==> src/hdl/crc32_crc16_byte_engine_macros.svh <==
`ifndef CRC32_CRC16_BYTE_ENGINE_MACROS_SVH
`define CRC32_CRC16_BYTE_ENGINE_MACROS_SVH

// condition implies consequence in the same cycle
`define CRCBE_ASSERT_IMP(label, clk, rst, cond, cons) \
   label: assert property (@(posedge clk) disable iff (rst) (cond) |-> (cons)) \
      else $error("crcbe assertion failed");

// condition implies consequence in the next cycle
`define CRCBE_ASSERT_NEXT(label, clk, rst, cond, cons) \
   label: assert property (@(posedge clk) disable iff (rst) (cond) |=> (cons)) \
      else $error("crcbe assertion failed");

`endif

==> src/hdl/crcbe_pkg.sv <==
package crcbe_pkg;

   localparam logic [31:0] POLY32 = 32'hEDB8_8320;
   localparam logic [15:0] POLY16 = 16'h1021;
   localparam logic [31:0] ALL32  = 32'hFFFF_FFFF;
   localparam logic [15:0] ALL16  = 16'hFFFF;

   localparam logic [1:0] MODE_CRC32 = 2'd0;
   localparam logic [1:0] MODE_SEED  = 2'd1;
   localparam logic [1:0] MODE_CRC16 = 2'd2;

   localparam logic [7:0] CSR_MODE_IDX = 8'd0;
   localparam logic [7:0] CSR_SEED_IDX = 8'd1;

   typedef struct packed {
      logic [1:0]  mode;
      logic [31:0] seed;
   } cfg_type;

   // reflected crc-32, one byte, lsb first
   function automatic logic [31:0] fold32(logic [31:0] r_in, logic [7:0] b);
      logic [31:0] r;
      r = r_in ^ {24'd0, b};
      for (int i = 0; i < 8; i++) begin
         r = (r >> 1) ^ (POLY32 & {32{r[0]}});
      end
      return r;
   endfunction

   // crc-16 ccitt, one byte, msb first
   function automatic logic [15:0] fold16(logic [15:0] r_in, logic [7:0] b);
      logic [15:0] r;
      r = r_in ^ {b, 8'd0};
      for (int i = 0; i < 8; i++) begin
         if (r[15]) begin
            r = (r << 1) ^ POLY16;
         end else begin
            r = r << 1;
         end
      end
      return r;
   endfunction

endpackage

==> src/hdl/crcbe_csr.sv <==
module crcbe_csr (
   input  logic                 clock,
   input  logic                 reset,
   input  logic                 csr_valid,
   output logic                 csr_ready,
   input  logic [7:0]           csr_index,
   input  logic [31:0]          csr_data,
   output crcbe_pkg::cfg_type   cfg
);
   import crcbe_pkg::*;

   cfg_type cfg_ff;
   cfg_type cfg_in;

   assign csr_ready = 1'b1;
   assign cfg       = cfg_ff;

   always_comb begin
      cfg_in = cfg_ff;
      if (csr_valid) begin
         unique case (csr_index)
            CSR_MODE_IDX: cfg_in.mode = csr_data[1:0];
            CSR_SEED_IDX: cfg_in.seed = csr_data;
            default:      cfg_in = cfg_ff;
         endcase
      end
   end

   always_ff @(posedge clock) begin
      if (reset) begin
         cfg_ff.mode <= MODE_CRC32;
         cfg_ff.seed <= ALL32;
      end else begin
         cfg_ff <= cfg_in;
      end
   end

endmodule

==> src/hdl/crcbe_fold.sv <==
module crcbe_fold (
   input  crcbe_pkg::cfg_type   cfg,
   input  logic                 start,
   input  logic [31:0]          crc_reg,
   input  logic [7:0]           data_byte,
   output logic [31:0]          crc_next,
   output logic [31:0]          crc_result
);
   import crcbe_pkg::*;

   logic [31:0] base;

   always_comb begin
      base = crc_reg;
      if (start) begin
         case (cfg.mode)
            MODE_SEED:  base = cfg.seed;
            MODE_CRC16: base = {16'd0, ALL16};
            default:    base = ALL32;
         endcase
      end
      case (cfg.mode)
         MODE_CRC16: begin
            crc_next   = {16'd0, fold16(base[15:0], data_byte)};
            crc_result = crc_next;
         end
         MODE_SEED: begin
            crc_next   = fold32(base, data_byte);
            crc_result = crc_next;
         end
         default: begin
            crc_next   = fold32(base, data_byte);
            crc_result = ~crc_next;
         end
      endcase
   end

endmodule

==> src/hdl/crc32_crc16_byte_engine.sv <==
// Byte-wide CRC engine: mode 0 gives reflected CRC-32 (init all ones, output
// inverted), mode 1 continues CRC-32 from the seed register without inversion,
// mode 2 gives CRC-16 CCITT-FALSE in the low 16 bits. Every request carries one
// byte and yields one response with the running CRC after that byte; tlast
// closes a message and the next byte reloads the start value. One request is
// taken per cycle: the byte is registered, folded through an eight-step XOR
// network and the result registered; throughput is one byte per clock while
// the response side keeps up. The user must write mode and seed through the
// csr port only while the engine is idle; the block does not enforce it.
`include "crc32_crc16_byte_engine_macros.svh"

module crc32_crc16_byte_engine (
   input  logic         clock,
   input  logic         reset,
   input  logic         req_tvalid,
   output logic         req_tready,
   input  logic [7:0]   req_tdata,   // data_byte
   input  logic         req_tlast,   // last_byte
   output logic         rsp_tvalid,
   input  logic         rsp_tready,
   output logic [31:0]  rsp_tdata,   // crc_value
   output logic         rsp_tlast,   // message_done
   input  logic         csr_valid,
   output logic         csr_ready,
   input  logic [7:0]   csr_index,
   input  logic [31:0]  csr_data
);
   import crcbe_pkg::*;

   cfg_type     cfg;
   logic        in_valid_ff;
   logic [7:0]  in_byte_ff;
   logic        in_last_ff;
   logic        rsp_valid_ff;
   logic [31:0] rsp_data_ff;
   logic        rsp_last_ff;
   logic [31:0] crc_ff;
   logic        inside_ff;
   logic [31:0] crc_in;
   logic [31:0] result_in;
   logic        out_ready;
   logic        in_ready;
   logic        advance;

   crcbe_csr u_csr (
      .clock     (clock),
      .reset     (reset),
      .csr_valid (csr_valid),
      .csr_ready (csr_ready),
      .csr_index (csr_index),
      .csr_data  (csr_data),
      .cfg       (cfg)
   );

   crcbe_fold u_fold (
      .cfg        (cfg),
      .start      (!inside_ff),
      .crc_reg    (crc_ff),
      .data_byte  (in_byte_ff),
      .crc_next   (crc_in),
      .crc_result (result_in)
   );

   assign out_ready  = !rsp_valid_ff || rsp_tready;
   assign in_ready   = !in_valid_ff || out_ready;
   assign advance    = in_valid_ff && out_ready;
   assign req_tready = in_ready;
   assign rsp_tvalid = rsp_valid_ff;
   assign rsp_tdata  = rsp_data_ff;
   assign rsp_tlast  = rsp_last_ff;

   always_ff @(posedge clock) begin
      if (reset) begin
         in_valid_ff  <= 1'b0;
         rsp_valid_ff <= 1'b0;
         crc_ff       <= 32'd0;
         inside_ff    <= 1'b0;
      end else begin
         if (in_ready) begin
            in_valid_ff <= req_tvalid;
         end
         if (out_ready) begin
            rsp_valid_ff <= in_valid_ff;
         end
         if (advance) begin
            crc_ff    <= crc_in;
            inside_ff <= !in_last_ff;
         end
      end
   end

   always_ff @(posedge clock) begin
      if (in_ready && req_tvalid) begin
         in_byte_ff <= req_tdata;
         in_last_ff <= req_tlast;
      end
      if (advance) begin
         rsp_data_ff <= result_in;
         rsp_last_ff <= in_last_ff;
      end
   end

   `CRCBE_ASSERT_IMP(a_open_matches_last, clock, reset,
      rsp_valid_ff, inside_ff == !rsp_last_ff)
   `CRCBE_ASSERT_IMP(a_result_from_reg, clock, reset,
      rsp_valid_ff, (rsp_data_ff == crc_ff) || (rsp_data_ff == ~crc_ff))
   `CRCBE_ASSERT_NEXT(a_held_byte_kept, clock, reset,
      in_valid_ff && !out_ready, in_valid_ff)

endmodule
==> config.mk <==
export PLATFORM = sky130hd
export DESIGN_NAME = crc32_crc16_byte_engine
export DESIGN_NICKNAME = d
export VERILOG_FILES = /design/src/hdl/crcbe_pkg.sv /design/src/hdl/crcbe_csr.sv /design/src/hdl/crcbe_fold.sv /design/src/hdl/crc32_crc16_byte_engine.sv
export VERILOG_INCLUDE_DIRS = /design/src /design/src/hdl
export SDC_FILE = /design/constraint.sdc
export NUM_CORES = 1
export LEC_CHECK = 0
export ABC_AREA = 1
export BUFFER_PORTS_ARGS = -buffer_cell sky130_fd_sc_hd__buf_2
export CAP_MARGIN = 20
export CORE_UTILIZATION = 40
export DETAILED_ROUTE_END_ITERATION = 10
export GPL_ROUTABILITY_DRIVEN = 0
export MAX_ROUTING_LAYER = met4
export PLACE_DENSITY = 0.56
export SYNTH_ARGS = -nofsm -noshare
export SYNTH_HDL_FRONTEND = slang
export SYNTH_SLANG_ARGS = --single-unit
==> constraint.sdc <==
create_clock -name clock -period 6.25 [get_ports clock]
set_input_delay 0.3125 -clock clock [delete_from_list [all_inputs] [get_ports clock]]
set_output_delay 0.3125 -clock clock [all_outputs]
set_load 0.02 [all_outputs]
==> metrics.md <==
| Metric | Value |
|---|---|
| Final ANT Viol Nets | 0 |
| Synth Flop Type | dfxtp_1 |
| Final Net Count | 1079 |
| Core Area | 16700 um2 |
| Detailed-routing wirelength on met1 | 10.1 mm |
| Post-DR wirelength/cell | 16.1 um |
| Critical path fanouts, max | 25 |
| Routed WL | 20.1 mm |
| Critical path depth | 17 |
| Final instance area | 7800 um2 |
| Top layer in use | met4 |
| Die Height | 133 um |
| Fin crit share | 46.4% |
| Post-Synth Simple-Gate Area | 40.3% |
| Post-synthesis xor/xnor area fraction | 5.11% |
| Largest cells by area after synthesis | dfxtp_1, nand2_1, edfxtp_1, nand3_1, inv_1 |
| Hold WC Path Type | in2reg |
| Critical path launch point type | register |
| Synth top area share | ~20% |
| Required @ worst endpoint | 6350 ps |
| FF-to-FF setup slack | 3350 ps |
| Multi-input gate area | 3750 um2 |
| Routed vias | between 6000 and 7000 |
| Die Area | around 18000 um2 |
| Register area share after synthesis | 38.3% |
| Skew final | 9.08 ps |
| IO Pins | 90 |
| Endpoints failing hold | 0 |
| Setup TNS | 0 ps |
| Die X-Extent | between 100 and 150 um |
| Pwr Total | around 0.0020 W |
| Hold slack | 122 ps |
| Mean Syn Cell Area | 7.17 um2 |
| Clock Path Buffers | 2 |
| Min-delay src | req_tdata[0] |
| Port Buffers | 88 |
| Rel. slew slack | 47.8% |
| Met3 routed WL | 1.25 mm |
| VDD IR max | 0.175 mV |
| RSZ-0062 raised after global routing | false |
| Vias per cell | 5.16 |
| Initial drt markers | 468 |
| Syn Inst Count | 962 |
| Largest area contributor in the netlist | dfxtp_1 |
| Power Dens Cells | 257 nW/um2 |
| Max Cap Violations | 0 |
| DP HPWL | 15.2 mm |
| Largest family of logic cells by synthesized area | simple AND/OR/NAND/NOR gates |
| Cell family with most CP delay | simple AND/OR/NAND/NOR gates |
| Slew @ Worst Pin | between 700 and 800 ps |
| Post-synth EDFFs | 42 |
| First-pass GRT wire length | 31.1 mm |
| Post-synth top cells | nand2_1, nand3_1, dfxtp_1 |
| Worst path bufs/invs | 3 |
| Clk sinks | between 100 and 150 |
| Initial core utilization | 41.3% |
| Register area | 2640 um2 |
| Area delta synth->final | 13.0% |
| Outcome | finished clean |
| Filler Cell Count | 1791 |
| Most numerous cell in the Yosys netlist | nand2_1 |
| Largest net degree at the start of global routing | 50 |
| Post-Syn Area | 6900 um2 |
| GRT overflow | 0 |
| ANT cells | 0 |
| Worst path max stage delay | 360 ps |
| Reg-to-reg startpoint | u_csr.cfg[32]$_SDFFE_PP0P_ |
| Max Clk Rate | roughly 340 MHz |
| Post-cts resize count | 0 |
| Data arrival time of the critical path | 3000 ps |
| Routed length on met2 | 8.40 mm |
| DRC viols | 0 |
| Clock root buffer master | clkbuf_16 |
| Clock buffer count from CTS | 9 |
| CTS tree | done |
| Leakage | roughly 3.6 nW |
| Critical path capture point type | register |
| Adder-cell share of the synthesized area | less than 1% |
| Setup bufs post-CTS | 0 |
| Most common cell on crit path | nand2_1 |
| Netlist cell types | 44 |
| Crit Path Class | reg2reg |
| Compound-Gate Fraction of Synth Area | under 10% |
| Worst-Skew Late Latency | 360 ps |
| Sequence of cells on the critical path | inv_1 > ha_1 > buf_4 > nor2_8 > nand3_2 > nand2_2 > nand2_1 > nand2_2 > nand2_1 > nand2_2 > nand2_1 > nand2_4 > inv_2 > nand3_1 > nand2_1 > nand2_1 > o21ai_1 |
| Site row count | 47 |
| R2R cell count | 17 |
| Endpoint of the worst register-to-register path | rsp_tdata[20]$_DFFE_PP_ |
| Hold path depth | 1 |
| Finished Core Util | 46.7% |
| Initial antenna violation count | 0 |
| Vias in the first global route | 5531 |
| Layout cells sized above 1 | 18.6% |
| Hold_buf cts | 0 |
| Post-synth ARST share | 0% |
| Slowest-stage cell, CP | dfxtp_1 |
| Total placed instance area | between 7000 and 8000 um2 |
| Synth warnings | 0 |
| Htree depth | 3 |
| Final setup fails | 0 |
| Critical path origin | u_csr.cfg[32]$_SDFFE_PP0P_ |
| Gr usage total | approximately a quarter |
| Worst setup path endpoint | rsp_tdata[20]$_DFFE_PP_ |
| Clock period minus final worst setup slack | 2900 ps |
| Mapped Nets | between 1000 and 1500 |
| Max Slew Vio Count | 0 |
| CTS clk-pin slew, worst paths | 70 ps |
| TritonRoute pass-1 iters | 5 |
| Seq cells post-synth | between 100 and 150 |
| Mux contribution to synthesized area | 0% |
[how the worst min path moves through the flow]
stage | end | slack [ps]
finish | in_byte_ff[0]$_DFFE_PP_ | 120
global route | in_byte_ff[1]$_DFFE_PP_ | 110
CTS | in_byte_ff[0]$_DFFE_PP_ | 110
detailed placement | u_csr.cfg[26]$_SDFFE_PP1P_ | 450
global placement | u_csr.cfg[21]$_SDFFE_PP1P_ | 440
floorplan | in_byte_ff[0]$_DFFE_PP_ | 410
[flip-flops by register name (all words and copies together) (netlist names), 8 cells and up]
| register | flops |
|---|---|
| rsp_tdata | 32 |
| crc_ff | 32 |
| u_csr.cfg | 34 |
| in_byte_ff | 8 |
[cells in the final DEF (no fill, tap or decap), types with 29 or more instances in the layout]
cell | netlist | routed
nand3_1 | 115 | 115
dfxtp_1 | 69 | 69
nand4_1 | 37 | 37
inv_1 | 63 | 63
nand2_2 | 29 | 29
nand2_1 | 348 | 348
buf_2 | 7 | 88
o21ai_0 | 38 | 38
edfxtp_1 | 42 | 42
a21oi_1 | 33 | 33
[metrics by stage]
stage / std cells / setup WS, ps
after floorplan: 962 / 3940
after global placement: 1230 / 3370
after detailed placement: 1231 / 3340
after CTS: 1247 / 3330
after global routing: 1247 / 3070
final: 1247 / 3350
[layout make-up]
type	count	area share (%)
multi-input cells	730	48.1
flip-flops and latches	111	33.9
repair buffers	97	6.77
clock buffers	13	3.90
inverters	73	3.62
well taps	220	3.53
clock inverters	3	0.225
[power breakdown]
| group | switching [W] | internal (W) |
|---|---|---|
| clock network | 0.000263 | 0.000343 |
| registers | 0.0000225 | 0.000816 |
| logic | 0.000384 | 0.000178 |
| total | 0.000669 | 0.00134 |
[worst register-to-register path, cell delays in order (launching register included)]
cell and delay [ps]:
dfxtp_1 360, inv_1 70, ha_1 290, buf_4 230, nor2_8 210, nand3_2 160, nand2_2 120, nand2_1 60
nand2_2 120, nand2_1 80, nand2_2 290, nand2_1 180, nand2_4 130, inv_2 40, nand3_1 90, nand2_1 80
nand2_1 60, o21ai_1 60
[cell families (layout without fill, tap and decap cells)]
logic type	Yosys count	count (layout)
buf+inv	121	186
xor+xnor	33	33
compound gates	104	104
simple gates	589	589
fa+ha+maj	3	3
other cells	1	1
flops	111	111
[routing by layer]
layer | track usage [%] | vias up
met5 | - | -
met4 | 7.07 | 0
met3 | 4.03 | 25
met2 | 33.4 | 218
met1 | 34.6 | 2910
li1 | - | 3280
Power figures use the tool's default switching activity.
